<file path="config.mk">
export PLATFORM = sky130hd
export DESIGN_NAME = range_rule_value_filter
export DESIGN_NICKNAME = d
export VERILOG_FILES = /design/src/rtl/core/rrvf_pkg.sv /design/src/rtl/core/rrvf_ram.sv /design/src/rtl/core/rrvf_eval.sv /design/src/rtl/core/range_rule_value_filter.sv
export SDC_FILE = /design/constraint.sdc
export NUM_CORES = 2
export LEC_CHECK = 0
export BUFFER_PORTS_ARGS = -buffer_cell sky130_fd_sc_hd__buf_4
export CAP_MARGIN = 20
export CORE_MARGIN = 2
export CORE_UTILIZATION = 50
export DETAILED_ROUTE_END_ITERATION = 10
export PLACE_DENSITY = 0.65
export SYNTH_ARGS = -nofsm -noshare
export SYNTH_HDL_FRONTEND = slang
export SYNTH_SLANG_ARGS = --single-unit
</file>
<file path="constraint.sdc">
create_clock -name clk -period 27.3 [get_ports clk]
set_clock_uncertainty 0.15 [all_clocks]
set_input_delay 5.46 -clock clk [delete_from_list [all_inputs] [get_ports clk]]
set_output_delay 5.46 -clock clk [all_outputs]
set_load 0.005 [all_outputs]
</file>
<file path="src/rtl/core/rrvf_pkg.sv">
// Shared types, codes and constants for the range rule value filter.
package rrvf_pkg;

  localparam int VALUE_W       = 64;
  localparam int KIND_W        = 4;
  localparam int HELD_W        = 5;
  localparam int MAX_RULES_DEF = 16;

  localparam logic [1:0] MODE_CLEAR  = 2'd0;
  localparam logic [1:0] MODE_APPEND = 2'd1;
  localparam logic [1:0] MODE_TEST   = 2'd2;

  localparam logic [KIND_W-1:0] KIND_EQ = 4'd0;
  localparam logic [KIND_W-1:0] KIND_GT = 4'd1;
  localparam logic [KIND_W-1:0] KIND_GE = 4'd2;
  localparam logic [KIND_W-1:0] KIND_LT = 4'd3;
  localparam logic [KIND_W-1:0] KIND_LE = 4'd4;
  localparam logic [KIND_W-1:0] KIND_OO = 4'd5;
  localparam logic [KIND_W-1:0] KIND_CO = 4'd6;
  localparam logic [KIND_W-1:0] KIND_OC = 4'd7;
  localparam logic [KIND_W-1:0] KIND_CC = 4'd8;

  typedef struct packed {
    logic [KIND_W-1:0]  kind;
    logic               retain;
    logic [VALUE_W-1:0] lo;
    logic [VALUE_W-1:0] hi;
  } rule_t;

  typedef enum logic [1:0] {
    ST_IDLE,
    ST_SCAN,
    ST_DRAIN
  } state_t;

endpackage

</file>
<file path="src/rtl/core/rrvf_ram.sv">
// Generic single-port-write, registered-read RAM.
module rrvf_ram #(
  parameter int WIDTH = 8,
  parameter int DEPTH = 16,
  localparam int AW = (DEPTH > 1) ? $clog2(DEPTH) : 1
) (
  input  logic             clk,
  input  logic             we,
  input  logic [AW-1:0]    waddr,
  input  logic [WIDTH-1:0] wdata,
  input  logic             re,
  input  logic [AW-1:0]    raddr,
  output logic [WIDTH-1:0] rdata
);

  logic [WIDTH-1:0] mem [DEPTH];

  always_ff @(posedge clk) begin
    if (we) begin
      mem[waddr] <= wdata;
    end
    if (re) begin
      rdata <= mem[raddr];
    end
  end

endmodule

</file>
<file path="src/rtl/core/rrvf_eval.sv">
// Evaluates one stored rule against a value and flags a retain mismatch.
module rrvf_eval import rrvf_pkg::*; (
  input  rule_t              rule,
  input  logic [VALUE_W-1:0] value,
  output logic               mismatch
);

  logic above_lo, equal_lo, below_hi, equal_hi, hit;

  assign above_lo = value > rule.lo;
  assign equal_lo = value == rule.lo;
  assign below_hi = value < rule.hi;
  assign equal_hi = value == rule.hi;

  always_comb begin
    case (rule.kind)
      KIND_EQ: hit = equal_lo;
      KIND_GT: hit = above_lo;
      KIND_GE: hit = above_lo | equal_lo;
      KIND_LT: hit = below_hi;
      KIND_LE: hit = below_hi | equal_hi;
      KIND_OO: hit = above_lo & below_hi;
      KIND_CO: hit = (above_lo | equal_lo) & below_hi;
      KIND_OC: hit = above_lo & (below_hi | equal_hi);
      KIND_CC: hit = (above_lo | equal_lo) & (below_hi | equal_hi);
      default: hit = 1'b0;
    endcase
  end

  assign mismatch = hit != rule.retain;

endmodule

</file>
<file path="src/rtl/core/range_rule_value_filter.sv">
// Top level of the range rule value filter: control sequencer around the rule memory.
//
// A request is taken at a rising edge where start is high and busy is low. The
// mode input selects clear, append or test. Every request gives exactly one
// result: done is high for one cycle with drop, rejected and rules_held valid.
//
// Clear, append and the unused mode finish in one cycle: the result shows in
// the cycle after the request, and busy stays low, so requests of this kind
// may come every cycle. A test walks the stored rules one per cycle through
// the single read port of the rule memory, whose read is registered. The scan
// visits ST_SCAN once per held rule, then ST_DRAIN registers the result onto
// done; busy is high through ST_SCAN and ST_DRAIN and is low again when the
// result shows. With an empty table the result shows in the cycle after the request.
//
// Reset empties the table at once; memory contents are not cleared since an
// entry is only read after it was written. The receiver cannot stall results,
// and a new request may be taken in the same cycle a result is shown.
module range_rule_value_filter import rrvf_pkg::*; #(
  parameter int MAX_RULES = MAX_RULES_DEF
) (
  input  logic               clk,
  input  logic               rst,
  input  logic               start,
  output logic               busy,
  input  logic [1:0]         mode,
  input  logic [KIND_W-1:0]  rule_kind,
  input  logic               retain,
  input  logic [VALUE_W-1:0] first_number,
  input  logic [VALUE_W-1:0] second_number,
  output logic               done,
  output logic               drop,
  output logic               rejected,
  output logic [HELD_W-1:0]  rules_held
);

  localparam int AW    = (MAX_RULES > 1) ? $clog2(MAX_RULES) : 1;
  localparam int CNT_W = $clog2(MAX_RULES + 1);

  state_t             state, state_next;
  logic [CNT_W-1:0]   rule_cnt, rule_cnt_next;
  logic [AW-1:0]      idx, idx_next;
  logic               chk, chk_next;
  logic               hit, hit_next;
  logic [VALUE_W-1:0] value_q, value_next;
  logic               done_next, drop_next, rejected_next;

  logic               accept, full, kind_ok, last;
  logic               wr_en, rd_en, mismatch;
  rule_t              wr_rule, rd_rule;

  assign accept  = start && !busy;
  assign full    = rule_cnt == CNT_W'(MAX_RULES);
  assign kind_ok = rule_kind <= KIND_CC;
  assign last    = CNT_W'(idx) == rule_cnt - CNT_W'(1);
  assign wr_en   = accept && mode == MODE_APPEND && kind_ok && !full;
  assign rd_en   = state == ST_SCAN;

  // One-sided upper rules keep their bound in the high field.
  always_comb begin
    wr_rule.kind   = rule_kind;
    wr_rule.retain = retain;
    wr_rule.lo     = first_number;
    wr_rule.hi     = (rule_kind == KIND_LT || rule_kind == KIND_LE) ?
                     first_number : second_number;
  end

  rrvf_ram #(
    .WIDTH ($bits(rule_t)),
    .DEPTH (MAX_RULES)
  ) u_ram (
    .clk   (clk),
    .we    (wr_en),
    .waddr (rule_cnt[AW-1:0]),
    .wdata (wr_rule),
    .re    (rd_en),
    .raddr (idx),
    .rdata (rd_rule)
  );

  rrvf_eval u_eval (
    .rule     (rd_rule),
    .value    (value_q),
    .mismatch (mismatch)
  );

  always_comb begin
    state_next    = state;
    rule_cnt_next = rule_cnt;
    idx_next      = idx;
    chk_next      = 1'b0;
    hit_next      = hit | (chk & mismatch);
    value_next    = value_q;
    done_next     = 1'b0;
    drop_next     = 1'b0;
    rejected_next = 1'b0;
    busy          = state != ST_IDLE;
    case (state)
      ST_IDLE: begin
        if (accept) begin
          case (mode)
            MODE_CLEAR: begin
              rule_cnt_next = '0;
              done_next     = 1'b1;
            end
            MODE_APPEND: begin
              if (kind_ok && !full) begin
                rule_cnt_next = rule_cnt + CNT_W'(1);
              end
              rejected_next = kind_ok && full;
              done_next     = 1'b1;
            end
            MODE_TEST: begin
              value_next = first_number;
              idx_next   = '0;
              hit_next   = 1'b0;
              if (rule_cnt == '0) begin
                done_next = 1'b1;
              end else begin
                state_next = ST_SCAN;
              end
            end
            default: begin
              done_next = 1'b1;
            end
          endcase
        end
      end
      ST_SCAN: begin
        // The read issued here is checked in the cycle after.
        chk_next = 1'b1;
        if (last) begin
          state_next = ST_DRAIN;
        end else begin
          idx_next = idx + AW'(1);
        end
      end
      ST_DRAIN: begin
        done_next  = 1'b1;
        drop_next  = hit | (chk & mismatch);
        state_next = ST_IDLE;
      end
      default: begin
        state_next = ST_IDLE;
      end
    endcase
  end

  always_ff @(posedge clk) begin
    if (rst) begin
      state    <= ST_IDLE;
      rule_cnt <= '0;
      chk      <= 1'b0;
      done     <= 1'b0;
    end else begin
      state    <= state_next;
      rule_cnt <= rule_cnt_next;
      chk      <= chk_next;
      done     <= done_next;
    end
  end

  always_ff @(posedge clk) begin
    idx      <= idx_next;
    hit      <= hit_next;
    value_q  <= value_next;
    drop     <= drop_next;
    rejected <= rejected_next;
  end

  assign rules_held = HELD_W'(rule_cnt);

  a_cnt_bound: assert property (@(posedge clk) disable iff (rst)
    rule_cnt <= CNT_W'(MAX_RULES))
    else $error("rule count exceeds table size");

  a_accept_progress: assert property (@(posedge clk) disable iff (rst)
    accept |=> (done || busy))
    else $error("request neither finished nor in progress");

  a_done_idle: assert property (@(posedge clk) disable iff (rst)
    done |-> state == ST_IDLE)
    else $error("result shown while a test is still running");

  a_reject_full: assert property (@(posedge clk) disable iff (rst)
    (done && rejected) |-> full)
    else $error("append rejected with room in the table");

endmodule

</file>
After elaboration in Yosys (flattened, before gate mapping). Memory sizes are Yosys's and may differ from the RTL's. A register that Yosys moved wholly into a read port is not among the register bits. Index checks and enable logic that the tools add are counted.

Register bits after elaboration: 80. Memory bits (writable): 2128. Output and inout port bits: 9. Memories kept: 1.

Memories: u_ram.mem (depth 16, width 133, read ports 1, clocked after memory_dff 1, write ports 1, RTL line rrvf_ram.sv:16) `logic [WIDTH-1:0] mem [DEPTH];`.

Add/subtract/negate cells: 3. Order comparisons: 3. Equal/unequal tests: 25. Mux-type cells: 23. Bitwise operators: 8. Reduce and logical (&&, ||, !) cells: 21.

Operators with widths (number): 64-bit == test (2); 64-bit greater-than comparator (1); 64-bit less-than comparator (1); 64-bit 2-to-1 mux (1); 4-bit by 3-bit == test with 1-bit output, second input constant (5); 4-bit by 2-bit == test with 1-bit output, second input constant (3); 4-bit 2-to-1 mux (3); 4-bit AND reduction (3); 5-bit one-hot mux with 2 select lines (1); 1-bit 2-to-1 mux (9); 1-bit one-hot mux with 9 select lines (1); 2-bit 2-to-1 mux (4); 2-bit inequality test, second input constant (4); 4-bit one-hot mux with 2 select lines (1); 1-bit logical AND (6); 3-bit AND reduction (2); 2-bit nonzero test (3); 5-bit by 1-bit adder with 5-bit output, second input constant (1); 1-bit AND (5); 4-bit by 5-bit == test with 1-bit output (1); 5-bit == test, second input constant (1); 5-bit zero test (1); 5-bit 2-to-1 mux (1); 5-bit by 1-bit subtractor with 5-bit output, second input constant (1); other kinds (15) (22).

Depth between registers and ports, before layout.
Depth after elaboration: 10. Depth in mapped cells: 12. Depth with buffers taken out: 12.

Modules after synthesis. A second synthesis with hierarchy kept.

Cells, all modules: 4187. Area, all modules: 90998.5 sq um.

By module, submodules not included: rrvf_ram (instances 1, cells an instance 3481, area an instance 84060.6 sq um, seq. area each 67895.1 sq um); range_rule_value_filter (instances 1, cells an instance 228, area an instance 3543.4 sq um, seq. area each 2282.2 sq um); rrvf_eval (instances 1, cells an instance 478, area an instance 3394.5 sq um, seq. area each 0.0 sq um).

Least setup slack after synthesis. OpenSTA, ideal clock, no wires.

Path type: input -> register. Start point: input rule_kind[1]. End point: memory u_ram.mem[4][0] (netlist name) (enable). Library setup time: 0.951 ns. Arrival: 18.608 ns. Required time: 26.199 ns. Slack: 7.591 ns. Stages: 4. Path through: o31ai_1 > nand3_1 > clkbuf_1 > nor4_1.

Longest elaborated chain between the ends: 5.

RTL lines: start, declared (RTL line range_rule_value_filter.sv:26) `input logic [KIND_W-1:0] rule_kind,`; 4-bit less-or-equal comparator (RTL line range_rule_value_filter.sv:53) `assign kind_ok = rule_kind <= KIND_CC;`; 1-bit logical AND (2 in a row) (RTL line range_rule_value_filter.sv:55) `assign wr_en = accept && mode == MODE_APPEND && kind_ok && !full;`; 1-bit 2-to-1 mux (RTL line rrvf_ram.sv:19) `if (we) begin`; 1-bit 2-to-1 mux (implied by the code) (RTL line rrvf_ram.sv:20) `mem[waddr] <= wdata;`; end, declared (RTL line rrvf_ram.sv:16).

No other way between the ends.

Final worst setup path.
Start point: input rule_kind[1]. End point: memory u_ram.mem[1][40] (netlist name) (enable).

Same word-level chain as after synthesis.

==> metrics <==
CP endpoint kind=flip-flop; total power draw=7.281 mW; post-synthesis compound-gate area fraction=0.008514; number of placed instances, taps included=6,241; Synth Instances=3,803; WL final=213.1 mm; CP Class=in2reg; Synth async-reset ratio=0; final setup vio count=0; Pre-antenna DRT Iters=6; Fin Setup TNS=0 ns; synth-to-layout area growth=12.89%; post-route clock period utilization=0.3488; syn_nets=4,074; Placed Area=94,800 um^2; setup ws final=17.78 ns; starting density of the core=0.5019; largest family of logic cells by synthesized area=multiplexers; gr ovfl total=0; worst min path class=reg2reg; DR iter-0 viols=5,086; crit start category=input port; largest net degree at the start of global routing=156; Clock Pin Slew Worst Setup and Hold Paths=0.06 ns; sw frac=0.2006; Post-synth EDFFs=2,329; Hold Path Depth=2; unique cell type count in the Yosys netlist=54; Slew Limit Fails=0; ranking of synthesized cells by area=edfxtp_1, mux4_2, ha_1, mux2_2, inv_1; combinational share of power=0.029; H-tree Lvls=4; CTS tree=built; RSZ-0062 raised after global routing=no; Ys Warns=0; XOR/XNOR Fraction of Synth Area=0.001064; chip width=429.5 um; most common library cells after synthesis=edfxtp_1, mux4_2, inv_1, ha_1, clkbuf_1; post-route DRC violation count=0; mapped cell area=90,530 um^2; Synth Area per Inst=23.80 um^2; post-route cell area=102,200 um^2; core footprint=180,400 um^2; DIE AREA=184,500 um^2; Reg power frac=0.546; Avg WL per Cell=31.93 um; flops & latches, synth=2,341; Worst R2R Path Depth=6; PortBufs=146; # rows=156; drt via density=6.176; Fill cells=13,120; Root Driver=clkbuf_16; share of cells above drive strength 1=0.3021; remaining antenna violation count=0; initial antenna violation count=32; total global-route track usage=0.2333; Worst EP required=27.62 ns; CTS Buf Count=226; Arrival @ worst endpoint=9.85 ns; status=finished clean; first-pass GRT wire length=305.1 mm; Max-cap violations=0; post-CTS setup buffer count=0; highest attainable clock frequency=105.0 MHz; Slew @ Worst Pin=1.167 ns; top_reg_cell synth=edfxtp_1; DPL Wire Length=117.3 mm; Synth top area share=0.7726; GPL Wtd Cong=0.8093; Post-Route Utilization=0.5666; area leader, netlist=edfxtp_1; Hold Fails Final Rpt=0; Sink Count=2,341; vias in the first global route=42,000; fin crit period=9.523 ns; Synth Area in Simple Gates=0.01055; pre-CTS setup slack=16.81 ns; Switch Pwr=1.461 mW; mux cell area share after synthesis=0.1736; pwr dens=71.25 nW/um^2; Vias=41,210; post-synthesis adder-cell area fraction=0.01838; Rel. slew slack=0.2219; fin cells=6,673; worst vdd rail ir drop=50.83 uV; NumNets Final=4,370; Worst Path Max Fanout=42; part of the power in the clock network=0.425; hold_buf cts=0; chip height=429.5 um; hold_ws=0.3350 ns; Seq/Total Area, Yosys=0.7752; post-CTS sizing=0; clk buf depth=3; I/O pin total=147; leakage=32.68 nW; clk_lat worst skew=0.88 ns; count leader, synth=edfxtp_1; cell internal pwr=5.820 mW
-- logic make-up (layout without fill, tap and decap cells) --
| family | Yosys count | in the layout |
|---|---|---|
| AO/OA/AOI/OAI | 119 | 119 |
| adder cells (fa/ha/maj) | 133 | 133 |
| multiplexers | 731 | 731 |
| flip-flops | 2341 | 2341 |
| XOR/XNOR | 11 | 11 |
| buffers and inverters | 301 | 788 |
| other | 0 | 13 |
| AND/OR/NAND/NOR | 167 | 167 |
-- cell usage in the layout, fill, tap and decap left out, drive strengths merged, types with 38 or more instances in the layout --
cell type,n
clkbuf,276
mux4,665
inv,149
mux2,64
edfxtp,2329
buf,225
a21oi,47
nand4,38
clkinv,109
ha,133
-- sequential cells by signal, summed over array words and instances (netlist names) --
name and flops:
chk 1, done 1, drop 1, hit 1
idx 4, rejected 1, rules_held 5, state 2
u_ram.mem 2128, u_ram.rdata 133, value_q 64
-- power by group through the flow --
stage	logic, mW	clock network [mW]	registers, mW
floorplan	0.113	0	4.05
global route	0.229	3.29	3.97
finish	0.213	3.09	3.98
detailed placement	0.215	0	4.05
global placement	0.209	0	4.05
CTS	0.216	3.14	3.98
-- cell type report --
class	instances	area (um^2)	area share
well taps	2370	2965	0.02902
diodes	13	32.53	0.0003183
clock buffers	276	5886	0.05759
flip-flops and latches	2341	70180	0.6867
multi-input cells	1161	19300	0.1889
clock inverters	143	1470	0.01439
repair buffers	225	1812	0.01773
inverters	144	548.0	0.005363
-- worst max-delay path, cell delays in order --
cell and delay (ns):
buf_4 0.17, o31ai_1 0.55, nand3_1 0.62, nand3b_1 0.53
nor2_4 0.85, buf_4 0.71, buf_4 0.77
-- worst paths after layout --
path	startpoint	to	slack [ns]
hold reg to reg	hit	hit	0.33
setup / recovery	rule_kind[1]	u_ram.mem[1][40]	17.78
hold / removal	hit	hit	0.33
setup reg to reg	idx[0]	u_ram.rdata[40]	22.23
-- routing by layer --
| layer | up-vias | GRT usage | part of all wire |
|---|---|---|---|
| met5 | - | 0.005204 | 0.00031 |
| met4 | 12 | 0.06298 | 0.023 |
| met3 | 298 | 0.04957 | 0.077 |
| met2 | 1642 | 0.3644 | 0.48 |
| met1 | 22380 | 0.3375 | 0.42 |
| li1 | 16880 | - | - |
Power figures use the tool's default switching activity.
